$ cat src/design/tgbc_pkg.sv
// ----------------------------------------------------------------------------
// Tile grid box collision package
// Shared types, constants and request codes for the tile grid collision block.
// ----------------------------------------------------------------------------
`default_nettype none

package tgbc_pkg;

   localparam int GRID_COLS_MAX_DEF = 128;
   localparam int GRID_ROWS_MAX_DEF = 128;
   localparam int KIND_COUNT_DEF    = 256;

   // Request codes.
   localparam logic [2:0] REQ_WRITE_TILE  = 3'd0;
   localparam logic [2:0] REQ_WRITE_SOLID = 3'd1;
   localparam logic [2:0] REQ_READ_TILE   = 3'd2;
   localparam logic [2:0] REQ_OVERLAP     = 3'd3;
   localparam logic [2:0] REQ_RESOLVE     = 3'd4;

   // Register indexes.
   localparam logic [1:0] CSR_MAP_COLS    = 2'd0;
   localparam logic [1:0] CSR_MAP_ROWS    = 2'd1;
   localparam logic [1:0] CSR_TILE_WIDTH  = 2'd2;
   localparam logic [1:0] CSR_TILE_HEIGHT = 2'd3;

   typedef struct packed {
      logic [2:0]         req_type;
      logic [6:0]         cell_col;
      logic [6:0]         cell_row;
      logic [7:0]         tile_kind;
      logic               solid_flag;
      logic signed [19:0] box_x;
      logic signed [19:0] box_y;
      logic [9:0]         box_w;
      logic [9:0]         box_h;
      logic               box_active;
   } req_type_type;

   typedef struct packed {
      logic [7:0]         read_kind;
      logic               read_solid;
      logic               overlap_hit;
      logic signed [19:0] out_x;
      logic signed [19:0] out_y;
      logic               stop_vx;
      logic               stop_vy;
   } rsp_type_type;

   typedef enum logic [4:0] {
      ST_CLEAR,
      ST_IDLE,
      ST_DIVX0,
      ST_DIVX1,
      ST_DIVY0,
      ST_DIVY1,
      ST_SETUP,
      ST_RDREQ,
      ST_RDWAIT,
      ST_RDUSE,
      ST_CELL,
      ST_CLAMP,
      ST_DONE
   } state_type;

   // Commands from the controller to the datapath.
   typedef struct packed {
      logic clear_step;
      logic load;
      logic div_start;
      logic div_sel_y;
      logic div_sel_end;
      logic setup;
      logic rd_issue;
      logic cell_eval;
      logic next_cell;
      logic clamp;
      logic finish;
   } cmd_type;

   // Status from the datapath to the controller.
   typedef struct packed {
      logic clear_last;
      logic div_done;
      logic scan_empty;
      logic scan_last;
      logic hit;
      logic simple_req;
      logic is_resolve;
      logic is_overlap;
      logic inactive;
      logic zero_size;
   } sts_type;

endpackage

`default_nettype wire

$ cat src/design/tgbc_ctrl.sv
// ----------------------------------------------------------------------------
// Tile grid controller
// Sequences clearing, coverage division, the cell scan and the result strobe.
// ----------------------------------------------------------------------------
`default_nettype none

module tgbc_ctrl (
   input  wire logic              clock,
   input  wire logic              reset,
   input  wire logic              start,
   input  wire tgbc_pkg::sts_type sts,
   output tgbc_pkg::cmd_type      cmd,
   output logic                   busy,
   output logic                   rsp_valid
);
   import tgbc_pkg::*;

   state_type  state_ff, state_in;
   logic [1:0] dsel_ff, dsel_in;

   always_ff @(posedge clock) begin
      if (reset) begin
         state_ff <= ST_CLEAR;
         dsel_ff  <= '0;
      end else begin
         state_ff <= state_in;
         dsel_ff  <= dsel_in;
      end
   end

   always_comb begin
      state_in        = state_ff;
      dsel_in         = dsel_ff;
      cmd             = '0;
      cmd.div_sel_y   = dsel_ff[1];
      cmd.div_sel_end = dsel_ff[0];
      busy            = 1'b1;
      rsp_valid       = 1'b0;
      case (state_ff)
         ST_CLEAR: begin
            cmd.clear_step = 1'b1;
            if (sts.clear_last) state_in = ST_IDLE;
         end
         ST_IDLE: begin
            busy     = 1'b0;
            cmd.load = start;
            if (start) state_in = ST_DIVX0;
         end
         ST_DIVX0: begin
            // Simple requests and inactive resolves skip the division and the scan.
            if (sts.simple_req || (sts.is_resolve && sts.inactive)) begin
               state_in = ST_DONE;
            end else begin
               dsel_in       = 2'b00;
               state_in      = ST_DIVX1;
            end
         end
         ST_DIVX1: begin
            cmd.div_start = 1'b1;
            state_in      = ST_DIVY0;
         end
         ST_DIVY0: begin
            if (sts.div_done) begin
               if (dsel_ff == 2'b11) begin
                  state_in = ST_SETUP;
               end else begin
                  dsel_in  = dsel_ff + 2'd1;
                  state_in = ST_DIVX1;
               end
            end
         end
         ST_SETUP: begin
            cmd.setup = 1'b1;
            state_in  = ST_DIVY1;
         end
         ST_DIVY1: begin
            if (sts.scan_empty || (sts.is_overlap && sts.zero_size))
               state_in = sts.is_resolve ? ST_CLAMP : ST_DONE;
            else
               state_in = ST_RDREQ;
         end
         ST_RDREQ: begin
            cmd.rd_issue = 1'b1;
            state_in     = ST_RDWAIT;
         end
         ST_RDWAIT: state_in = ST_RDUSE;
         ST_RDUSE: state_in = ST_CELL;
         ST_CELL: begin
            cmd.cell_eval = 1'b1;
            if (sts.scan_last) begin
               state_in = sts.is_resolve ? ST_CLAMP : ST_DONE;
            end else begin
               cmd.next_cell = 1'b1;
               state_in      = ST_RDREQ;
            end
         end
         ST_CLAMP: begin
            cmd.clamp = 1'b1;
            state_in  = ST_DONE;
         end
         ST_DONE: begin
            cmd.finish = 1'b1;
            rsp_valid  = 1'b1;
            state_in   = ST_IDLE;
         end
         default: state_in = ST_IDLE;
      endcase
   end

   // A result strobe only ever closes an item.
   a_rsp_after_work: assert property (@(posedge clock) disable iff (reset)
      rsp_valid |-> busy) else $error("result strobe while idle");
   a_load_idle: assert property (@(posedge clock) disable iff (reset)
      cmd.load |=> state_ff != ST_IDLE) else $error("item taken but controller idle");
   a_single_strobe: assert property (@(posedge clock) disable iff (reset)
      rsp_valid |=> !rsp_valid) else $error("result strobe longer than one cycle");

endmodule

`default_nettype wire

$ cat config.mk
export PLATFORM = sky130hd
export DESIGN_NAME = tgbc_ctrl
export DESIGN_NICKNAME = d
export VERILOG_FILES = /design/src/design/tgbc_pkg.sv /design/src/design/tgbc_ctrl.sv
export SDC_FILE = /design/constraint.sdc
export NUM_CORES = 1
export LEC_CHECK = 0
export BUFFER_PORTS_ARGS = -buffer_cell sky130_fd_sc_hd__buf_2
export CORE_AREA = 2 2 43 45
export CTS_CLUSTER_SIZE = 25
export DETAILED_ROUTE_END_ITERATION = 8
export DIE_AREA = 0 0 45 47
export PLACE_DENSITY = 0.66
export REMOVE_ABC_BUFFERS = 1
export SYNTH_ARGS = -nofsm -noshare
export SYNTH_HDL_FRONTEND = slang
export SYNTH_SLANG_ARGS = --single-unit
$ cat constraint.sdc
create_clock -name clock -period 2.6 [get_ports clock]
set_input_delay 0.39 -clock clock [delete_from_list [all_inputs] [get_ports clock]]
set_output_delay 0.39 -clock clock [all_outputs]
set_load 0.02 [all_outputs]
; ---- Word level (Yosys, flattened, before mapping)
; Index checks and enable logic that the tools add are counted.
[classes]
add_sub_neg = 1
n_reduce_logical = 8
n_mux = 23
eq_ne = 18
[ops]
columns = cell, count
row1 = one-hot mux 5 bit (12 select lines), 1
row2 = "equality test 5 x 4 -> 1 bit, second input constant", 5
row3 = "equality test 5 x 3 -> 1 bit, second input constant", 4
row4 = two-way mux 5 bit, 3
row5 = two-way mux 4 bit, 3
row6 = "equality test 5 x 2 -> 1 bit, second input constant", 2
row7 = "!= test 2 bit, second input constant", 5
row8 = two-way mux 1 bit, 9
row9 = two-way mux 2 bit, 4
row10 = two-way mux 3 bit, 2
row11 = "equality test 5 x 1 -> 1 bit, second input constant", 1
row12 = zero test 5 bit, 1
row13 = one-hot mux 2 bit (2 select lines), 1
row14 = AND reduction 4 bit, 1
row15 = AND reduction 3 bit, 1
row16 = "adder 2 x 1 -> 2 bit, second input constant", 1
row17 = "equality test 2 bit, second input constant", 1
row18 = logical AND 1 bit, 2
row19 = logical OR 1 bit, 2
row20 = nonzero test 2 bit, 1
[totals]
elab_cells = 52
reg_bits = 7
input_bits = 13
output_inout_bits = 13

; ---- Logic depth before layout (Yosys ltp)
[depth]
depth_word = 4
mapped_depth = 8
mapped_depth_nobuf = 7

; ---- Least setup slack after synthesis
; Ideal clock, no wire load.
[synth_timing]
kind = flip-flop to flip-flop
startpoint = reg state_ff[2]
endpoint = reg state_ff[2]
setup_slack_ps = 701
setup_time_ps = 117
required_time_ps = 2483
arrival_time_ps = 1782
n_path_buf = 0
path_stages_with_launch = 7
synth_period_minus_slack_ps = 1899
path_cell_list = dfxtp_1 -> inv_1 -> ha_1 -> and3_1 -> o21bai_1 -> or4_1 -> a32o_1
[synth_via]
elab_chain_len = 3
word_cells_on_any_way = 17
cone_classes = 14 x eq/ne / 1 x mux / 2 x reduce/logical
[synth_rtl]
columns = element, line_no
row1 = "start, declared", tgbc_ctrl.sv:18  ; state_type state_ff, state_in;
row2 = "start signal, assigned", tgbc_ctrl.sv:26  ; state_ff <= state_in;
row3 = "equality test 5 x 3 -> 1 bit, or another cell as far along", tgbc_ctrl.sv:39  ; case (state_ff)
row4 = != test 2 bit (no line), -
row5 = AND reduction 3 bit (no line), -
; Several ways; a longest one is shown, not always the timed one.
; A chain may end at the register's enable or synchronous reset.

; ---- Worst setup path after layout
[layout_timing]
startpoint = reg state_ff[3]
endpoint = reg state_ff[2]
; Same word-level chain as after synthesis.

==> results.toml <==
[global_route]
grt_overflow = 0
antenna_found_initial = 0
grt_pass1_wl_um = 2460
first_global_vias = 585
track_usage_pct = 15.4
grt_max_degree = 15

[synthesis]
seq_area_frac_synth_pct = 19.0
ys_warn_count = 0
syn-instance-count = 85
ys_types = 32
syn-cell-area_um2 = 632
ys_ff_latch = 6
synth.avg_cell_area_um2 = 7.43

[timing]
fin_crit_ns = 2.03
clock.fmax_mhz = 492
rsz0062_at_grt = "false"
worstMarginPinSlew_ns = 0.428
min_period_over_period_pct = 78.2
relSlewSlack_pct = 71.4
setup_tns_ns = 0
finalMaxSlewViolations = 0
setup_violations = 0
finalClockSkew_ns = 0.00752
finalHoldViolCount = 0

[clock_network]
post_cts_resized = 0
cts_made_buffers = 3
clockBufferDepth = 2
cts_tree = "done"
post-cts-setup-buffers = 0
clock_latency_ns = 0.25
hold_buffers = 0
ctsHtreeMaxLevel = 1
cts_num_sinks = 6
clk_pin_slew_ns = 0.05
cts-root-buf = "clkbuf_4"

[power]
power_density_nw_per_um2 = 316
seqPwrFrac_pct = 42.2
p_leak_nw = 0.392
clkPwrFrac_pct = 37.5
swShare_pct = 30.2
p_int_w = 0.000169
finalPower_w = 0.000241
combinationalPowerShare_pct = 20.3
peakVddDrop_v = 0.000190
p_switching_w = 0.0000728

[die]
dieArea_um2 = 2120
die_x_um = 45
start_util_pct = 38.3
rows = 15
io_pins = 26
die-height_um = 47
core_region_area_um2 = 1650

[critical_path]
end_kind = "flop"
cp.arrival_ns = 2.17
rr_worst_depth = 6
worst_ep_required_time_ns = 2.74
path_class = "reg -> reg"
startpoint_type = "flop"
cp_max_fo = 9

[finish]
n_antenna_cell = 0
fillerInstances = 171
stdcell_area_um2 = 764
layout.nets = 129
final_layout_size_suffix_gt1_share_pct = 25.9
area_growth_pct = 21.0
stdcell_count = 125
final_util_pct = 46.3

[routing]
met1_length_um = 722
drc = 0
drt_iter0_drc = 3
postRouteAntennaNets = 0
wire_per_inst_um = 12.2
via_per_inst = 5.26
drtPass1Iterations = 4
wirelength_um = 1530
routed.top_layer = "met3"
num_vias = 658
dr_wl_met2_um = 733
wl_met3_um = 75

[place]
hpwl_um = 1170
place_inst = 122
io_buffers = 24
place.gp.congestion = 0.797
dpl_cell_area_um2 = 742

[outcome]
status = "completed"

[flow_run]
cap_violations = 0

[hold_path]
hold_path.class = "in -> reg"
hold_depth = 2
==> synthesized netlist by cell type <==
library cell	number	share of area, %
o31ai_1	1	1.2
nand3b_1	2	2.4
mux2i_1	1	1.6
and3_4	1	1.8
buf_4	2	2.4
a21oi_1	8	6.3
a32o_1	1	1.6
inv_1	6	3.6
a31oi_1	1	0.99
nand3_1	3	2.4
a21o_1	1	1.2
o311a_1	1	1.6
and2_1	4	4.0
and3b_1	2	2.8
nand2_1	6	3.6
nand2b_1	1	0.99
o21ai_0	5	4.0
nor2b_1	4	4.0
clkbuf_2	1	0.79
dfxtp_1	6	19
o21bai_1	4	4.8
and3_1	2	2.0
o21a_1	1	1.2
o221ai_1	1	1.4
nor2_1	8	4.8
o211ai_1	1	1.2
or4_1	1	1.2
ha_1	6	12
nand4b_1	1	1.4
a211oi_1	1	1.2
o2111ai_1	1	1.4
buf_6	1	1.8
==> layout by cell type, fill, tap and decap left out <==
master     Yosys  final
and3_1         2      2
o21bai_1       4      4
buf_2          0     24
ha_1           6      6
nand3_1        3      3
a32o_1         1      1
mux2i_1        1      1
a21o_1         1      1
a21oi_1        8      8
and2_1         4      4
o2111ai_1      1      1
or4_1          1      1
nor2_1         8      8
o221ai_1       1      1
a31oi_1        1      1
o211ai_1       1      1
o21ai_0        5      5
nand4b_1       1      1
nand2_1        6      6
clkbuf_4       0      3
nand2b_1       1      1
nor2b_1        4      4
o21a_1         1      1
o311a_1        1      1
and3_4         1      1
dfxtp_1        6      6
o31ai_1        1      1
nand3b_1       2      2
a211oi_1       1      1
inv_1          6      6
and3b_1        2      2
==> cells by family (layout without fill, tap and decap cells) <==
group	after synthesis	count (layout)	share of synthesized area (%)
buf+inv	10	33	8.51
fa+ha+maj	6	6	11.9
flops	6	6	19.0
mux	1	1	1.58
simple gates	35	35	31.1
compound gates	27	27	27.9
==> critical path: stages (launching register included) <==
cell and delay, ns:
dfxtp_1 0.41, inv_1 0.09, ha_1 0.30, and3_4 0.23, o21bai_1 0.15, or4_1 0.53
a32o_1 0.21
==> area by class of cell <==
class | instances | area [um2] | area share [%]
Multi-Input combinational cell | 69 | 458 | 59.9
Sequential cell | 6 | 120 | 15.7
Tap cell | 17 | 21.3 | 2.78
Clock buffer | 3 | 22.5 | 2.95
Inverter | 6 | 22.5 | 2.95
Timing Repair Buffer | 24 | 120 | 15.7
==> power groups by stage <==
stage / sequential (W) / clock, W / combinational, W
2_1_floorplan: 0.000101 / 0 / 0.0000303
3_3_place_gp: 0.000103 / 0 / 0.0000487
3_5_place_dp: 0.000103 / 0 / 0.0000490
4_1_cts: 0.000102 / 0.0000917 / 0.0000494
5_1_grt: 0.000103 / 0.0000939 / 0.0000552
6_report: 0.000102 / 0.0000904 / 0.0000491
==> sequential cells by signal, indices dropped and copies added (netlist names) <==
name	cells
dsel_ff	2
state_ff	4
==> per-stage QoR <==
stage          hold WS (ns)  setup WS, ns
2_1_floorplan         0.459         0.701
3_3_place_gp          0.507         0.608
3_5_place_dp          0.521         0.574
4_1_cts               0.355         0.560
5_1_grt               0.372         0.448
6_report              0.353         0.568
==> worst paths after layout <==
check                            startpoint           to  slack (ns)
worst max-delay path            state_ff[3]  state_ff[2]        0.57
worst min-delay path                  reset   dsel_ff[1]        0.35
worst max register to register  state_ff[3]  state_ff[2]        0.57
worst min register to register   dsel_ff[1]   dsel_ff[1]        0.53
==> metal layers <==
layer,GRT usage [%],up-vias
met1,20.6,292
li1,-,349
met4,1.76,0
met3,4.62,0
met2,25.4,17
met5,0,-
No activity file was read; power rests on OpenSTA's default activity.
